<file path="src/rtl/m3i_pkg.sv">
// ----------------------------------------------------------------------------
// m3i_pkg
// Shared widths, types and constants of the 3x3 fixed-point matrix inverter.
// ----------------------------------------------------------------------------
package m3i_pkg;

  localparam int unsigned DATA_W = 32;   // Q16.16 entry
  localparam int unsigned N_ENT  = 9;    // entries of one matrix
  localparam int unsigned PROD_W = 64;   // entry times entry
  localparam int unsigned COF_W  = 65;   // cofactor, Q33.32
  localparam int unsigned PART_W = 65;   // 33 x 32 partial product
  localparam int unsigned DET_W  = 98;   // determinant, Q48.48 with margin
  localparam int unsigned MAG_W  = 64;   // cofactor magnitude
  localparam int unsigned REM_W  = 98;   // divider remainder and divisor
  localparam int unsigned QUO_W  = 33;   // quotient bits kept by the divider

  localparam logic [DATA_W-1:0] SAT_MAX = 32'h7FFF_FFFF;
  localparam logic [DATA_W-1:0] SAT_MIN = 32'h8000_0000;

  typedef logic signed [DATA_W-1:0] word_t;
  typedef word_t [N_ENT-1:0] matrix_t;

  // Operand indexes of each adjugate entry: p*q - s*t
  localparam logic [3:0] COF_IDX [N_ENT][4] = '{
    '{4'd4, 4'd8, 4'd5, 4'd7},
    '{4'd2, 4'd7, 4'd1, 4'd8},
    '{4'd1, 4'd5, 4'd2, 4'd4},
    '{4'd5, 4'd6, 4'd3, 4'd8},
    '{4'd0, 4'd8, 4'd2, 4'd6},
    '{4'd2, 4'd3, 4'd0, 4'd5},
    '{4'd3, 4'd7, 4'd4, 4'd6},
    '{4'd1, 4'd6, 4'd0, 4'd7},
    '{4'd0, 4'd4, 4'd1, 4'd3}
  };

  // Per-matrix data that rides along the divider pipeline
  typedef struct packed {
    logic [REM_W-1:0] dmag;
    logic             dneg;
    logic             zero;
    logic [N_ENT-1:0] cneg;
    logic [N_ENT-1:0] big;
  } side_t;

  typedef struct packed {
    logic singular;
    logic saturated;
  } flags_t;

endpackage

</file>
<file path="src/rtl/m3i_queue.sv">
// ----------------------------------------------------------------------------
// m3i_queue
// Front end: accepts matrices and buffers them ahead of the arithmetic pipe.
// ----------------------------------------------------------------------------
module m3i_queue #(
  parameter int unsigned Depth = 4
) (
  input  logic             clk_i,
  input  logic             rst_ni,
  input  logic             push_i,
  input  m3i_pkg::matrix_t data_i,
  output logic             full_o,
  input  logic             pop_i,
  output logic             head_valid_o,
  output m3i_pkg::matrix_t head_o
);
  import m3i_pkg::*;

  localparam int unsigned PtrW = $clog2(Depth);
  localparam int unsigned CntW = $clog2(Depth + 1);

  matrix_t         mem_q [Depth];
  logic [PtrW-1:0] wr_ptr_q, rd_ptr_q;
  logic [CntW-1:0] cnt_q;

  assign full_o       = (cnt_q == CntW'(Depth));
  assign head_valid_o = (cnt_q != '0);
  assign head_o       = mem_q[rd_ptr_q];

  // Store incoming transaction
  always_ff @(posedge clk_i) begin
    if (push_i) begin
      mem_q[wr_ptr_q] <= data_i;
    end
  end

  // Advance pointers and occupancy
  always_ff @(posedge clk_i or negedge rst_ni) begin
    if (!rst_ni) begin
      wr_ptr_q <= '0;
      rd_ptr_q <= '0;
      cnt_q    <= '0;
    end else begin
      if (push_i) begin
        wr_ptr_q <= (wr_ptr_q == PtrW'(Depth - 1)) ? '0 : wr_ptr_q + 1'b1;
      end
      if (pop_i) begin
        rd_ptr_q <= (rd_ptr_q == PtrW'(Depth - 1)) ? '0 : rd_ptr_q + 1'b1;
      end
      if (push_i && !pop_i) begin
        cnt_q <= cnt_q + 1'b1;
      end else if (pop_i && !push_i) begin
        cnt_q <= cnt_q - 1'b1;
      end
    end
  end

endmodule

</file>
<file path="config.mk">
export PLATFORM = sky130hd
export DESIGN_NAME = m3i_queue
export DESIGN_NICKNAME = d
export VERILOG_FILES = /design/src/rtl/m3i_pkg.sv /design/src/rtl/m3i_queue.sv
export SDC_FILE = /design/constraint.sdc
export NUM_CORES = 1
export LEC_CHECK = 0
export BUFFER_PORTS_ARGS = -buffer_cell sky130_fd_sc_hd__buf_2
export CORE_MARGIN = 10
export CORE_UTILIZATION = 57
export DETAILED_ROUTE_END_ITERATION = 10
export GPL_TIMING_DRIVEN = 0
export PLACE_DENSITY = 0.83
export RECOVER_POWER = 25
export SYNTH_ARGS = -nofsm -noshare
export SYNTH_HDL_FRONTEND = slang
export SYNTH_SLANG_ARGS = --single-unit
</file>
<file path="constraint.sdc">
create_clock -name clk_i -period 10.2 [get_ports clk_i]
set_clock_uncertainty 0.1 [all_clocks]
set_input_delay 0.51 -clock clk_i [delete_from_list [all_inputs] [get_ports clk_i]]
set_output_delay 0.51 -clock clk_i [all_outputs]
set_load 0.005 [all_outputs]
</file>
==> metrics.cfg <==
[floorplan]
io-pin-count = 582
die_area_mm2 = 0.0848
initial_utilization_pct = 57.5
die_x_um = 291
fp.dieH_um = 291
row_count = 99
coreArea_mm2 = 0.0730

[cts]
insertion_delay_ps = 660
cts_resized = 0
clock-sinks = 1159
cts_tree = built
cts_buffer_depth = 3
cts_made_buffers = 108
clk_pin_slew_ps = 60
htree_num_levels = 3
root_buffer = clkbuf_16

[worst_setup_path]
critPathMaxFanout = 10
end_kind = output pin
crit_family = buffers and inverters
max_stage_delay_ps = 620
cp-start-kind = flop
worstPathRequired_ps = 9590
path_class = reg2out
cp.buffers_inverters = 4
worstPathCellList = buf_2, buf_6, buf_6, mux4_2, buf_2
critPathSlowestCell = mux4_2
crit_arrival_ps = 2730

[routing]
drtPass1Iterations = 5
drc = 0
wl_per_cell_um = 32.2
drtIter0Drc = 2195
ant_nets = 0
totalWireLength_mm = 116
dr_wl_met3_mm = 10.6
wl_met2_mm = 63.3
top_layer_used = met5
drt-met1-wl_mm = 36.8
via_per_inst = 6.11
vias = 22011

[synthesis]
yosys-top-cells-area = edfxtp_1 83%, mux4_2 15%, dfrtp_1 0.42%, buf_4 0.34%, buf_2 0.32%
syn_avg_cell_area_um2 = 27.2
syn-num-nets = 1840
synth.yosys.warnings = 0
yosys.area.top_type = edfxtp_1
ys_ff_latch = 1159
synth_cells = 1541
syn_area_mm2 = 0.0419
yosysTopAreaCellShare_pct = 82.5
ys_types = 19
yosysSeqAreaShare_pct = 82.9

[layout]
nNetsFinal = 2840
area_growth_pct = 26.0
multi_input_area_mm2 = 0.00672
final_cell_mix = 1152 x edfxtp_1, 433 x buf_2, 289 x dlygate4sd3_1, 288 x mux4_2, 199 x clkbuf_1
layout_commonest_cell = edfxtp_1
nFillCells = 3846
final_layout_size_suffix_gt1_share_pct = 35.4
seqCellArea_mm2 = 0.0348
stdcell_area_mm2 = 0.0528
instances_no_fill = 3603

[sta]
hold_viol_final = 0
drv_slew = 0
relSlewSlack_pct = 39.1
setup_violations = 0
min_period_ps = 3340
rsz0062_at_grt = false
max_freq_mhz = 300
fin_crit_sh_pct = 32.7
worstMarginPinSlew_ps = 913

[run_status]
outcome = finished, final reports clean

[job]
drv_cap = 0

[global_routing]
first_global_vias = 23472
grt_max_degree = 61
track_usage_pct = 26.5
grt_overflow = 0
grt_pass1_wl_mm = 165
antenna_found_initial = 13

[power_and_ir_drop]
power.density_mw_per_mm2 = 279
ir_drop_uv = 269
total_power_mw = 14.7
p_leak_nw = 17.8

[placed_design]
dpl_cell_area_mm2 = 0.0466
place_hpwl_mm = 62.4
io_buffers = 581
dpl.cell_count = 3101
gp_congestion = 0.772

[worst_hold_path]
worstHoldPathType = in2reg

-- cell type report --
class	count	area share, %
Timing Repair Buffer	890	11.6
Multi-Input combinational cell	314	12.7
Clock buffer	127	5.33
Antenna cell	11	0.0521
Clock inverter	75	1.37
Tap cell	959	2.27
Sequential cell	1159	65.8
Buffer	64	0.810
Inverter	4	0.0284
-- stage by stage --
step / hold slack, ps / setup WS [ps] / utilization (%) / TNS (ps)
6_report: 38.2 / 6860 / 72.4 / 0
5_1_grt: 27.7 / 6730 / 72.4 / 0
4_1_cts: 1.88 / 6840 / 72.7 / 0
3_5_place_dp: 261 / 7440 / 63.9 / 0
3_3_place_gp: 249 / -2520 / 63.1 / -2789470
2_1_floorplan: 114 / 2270 / - / 0
-- registers in the layout, indices dropped and copies added (netlist names) --
register  flops
rd_ptr_q      2
mem_q      1152
wr_ptr_q      2
cnt_q         3
-- cells by family after synthesis --
family	synth area share [%]
flip-flops	82.9
multiplexers	15.6
buffers and inverters	1.06
AND/OR/NAND/NOR	0.137
adder cells (fa/ha/maj)	0.227
XOR/XNOR	0.0627
AO/OA/AOI/OAI	0.0239
-- synthesized netlist by cell type (all sizes together) --
cell / n
xor2: 2
dfrtp: 7
mux2: 3
fa: 1
nand2: 2
ha: 6
or3: 1
buf: 57
edfxtp: 1152
inv: 4
o21ai: 2
xnor2: 1
nor2: 3
mux4: 288
clkbuf: 7
and2: 4
nor3b: 1
-- metal layers --
layer / GRT usage [%] / up-vias
li1: - / 8758
met1: 30.3 / 11353
met2: 47.5 / 1601
met3: 6.10 / 287
met4: 11.2 / 12
met5: 0 / -
-- report_power, final --
| part | internal, mW | total [mW] | switching [mW] | leakage, nW |
|---|---|---|---|---|
| registers | 6.10 | 6.34 | 0.242 | 10.7 |
| logic | 1.97 | 4.31 | 2.35 | 5.45 |
| clock network | 2.26 | 4.08 | 1.82 | 1.71 |
| total | 10.3 | 14.7 | 4.41 | 17.8 |
-- repair_timing --
item,CTS,global route
hold buffers,289,0
endpoints found under the hold margin,1159,0
buffers inserted,0,0
-- worst paths after layout --
path / start / endpoint / slack (ps) / cells after the start
min reg2reg: cnt_q[2] / cnt_q[2] / 390 / 1
max: rd_ptr_q[0] / head_o[250] / 6860 / 5
max reg2reg: wr_ptr_q[0] / mem_q[2][149] / 7450 / 6
min: pop_i / rd_ptr_q[0] / 40 / 2
min in group asynchronous: rst_ni / wr_ptr_q[0] / 290 / 2
max in group asynchronous: rst_ni / rd_ptr_q[0] / 9410 / 2
-- worst reg2reg max path, cell delays in order, from the launching register on --
cell,delay (ps)
dfrtp_1,420
inv_1,120
ha_1,160
and2_4,490
buf_16,360
buf_16,310
buf_16,380
(Power assumes the default switching activity.)
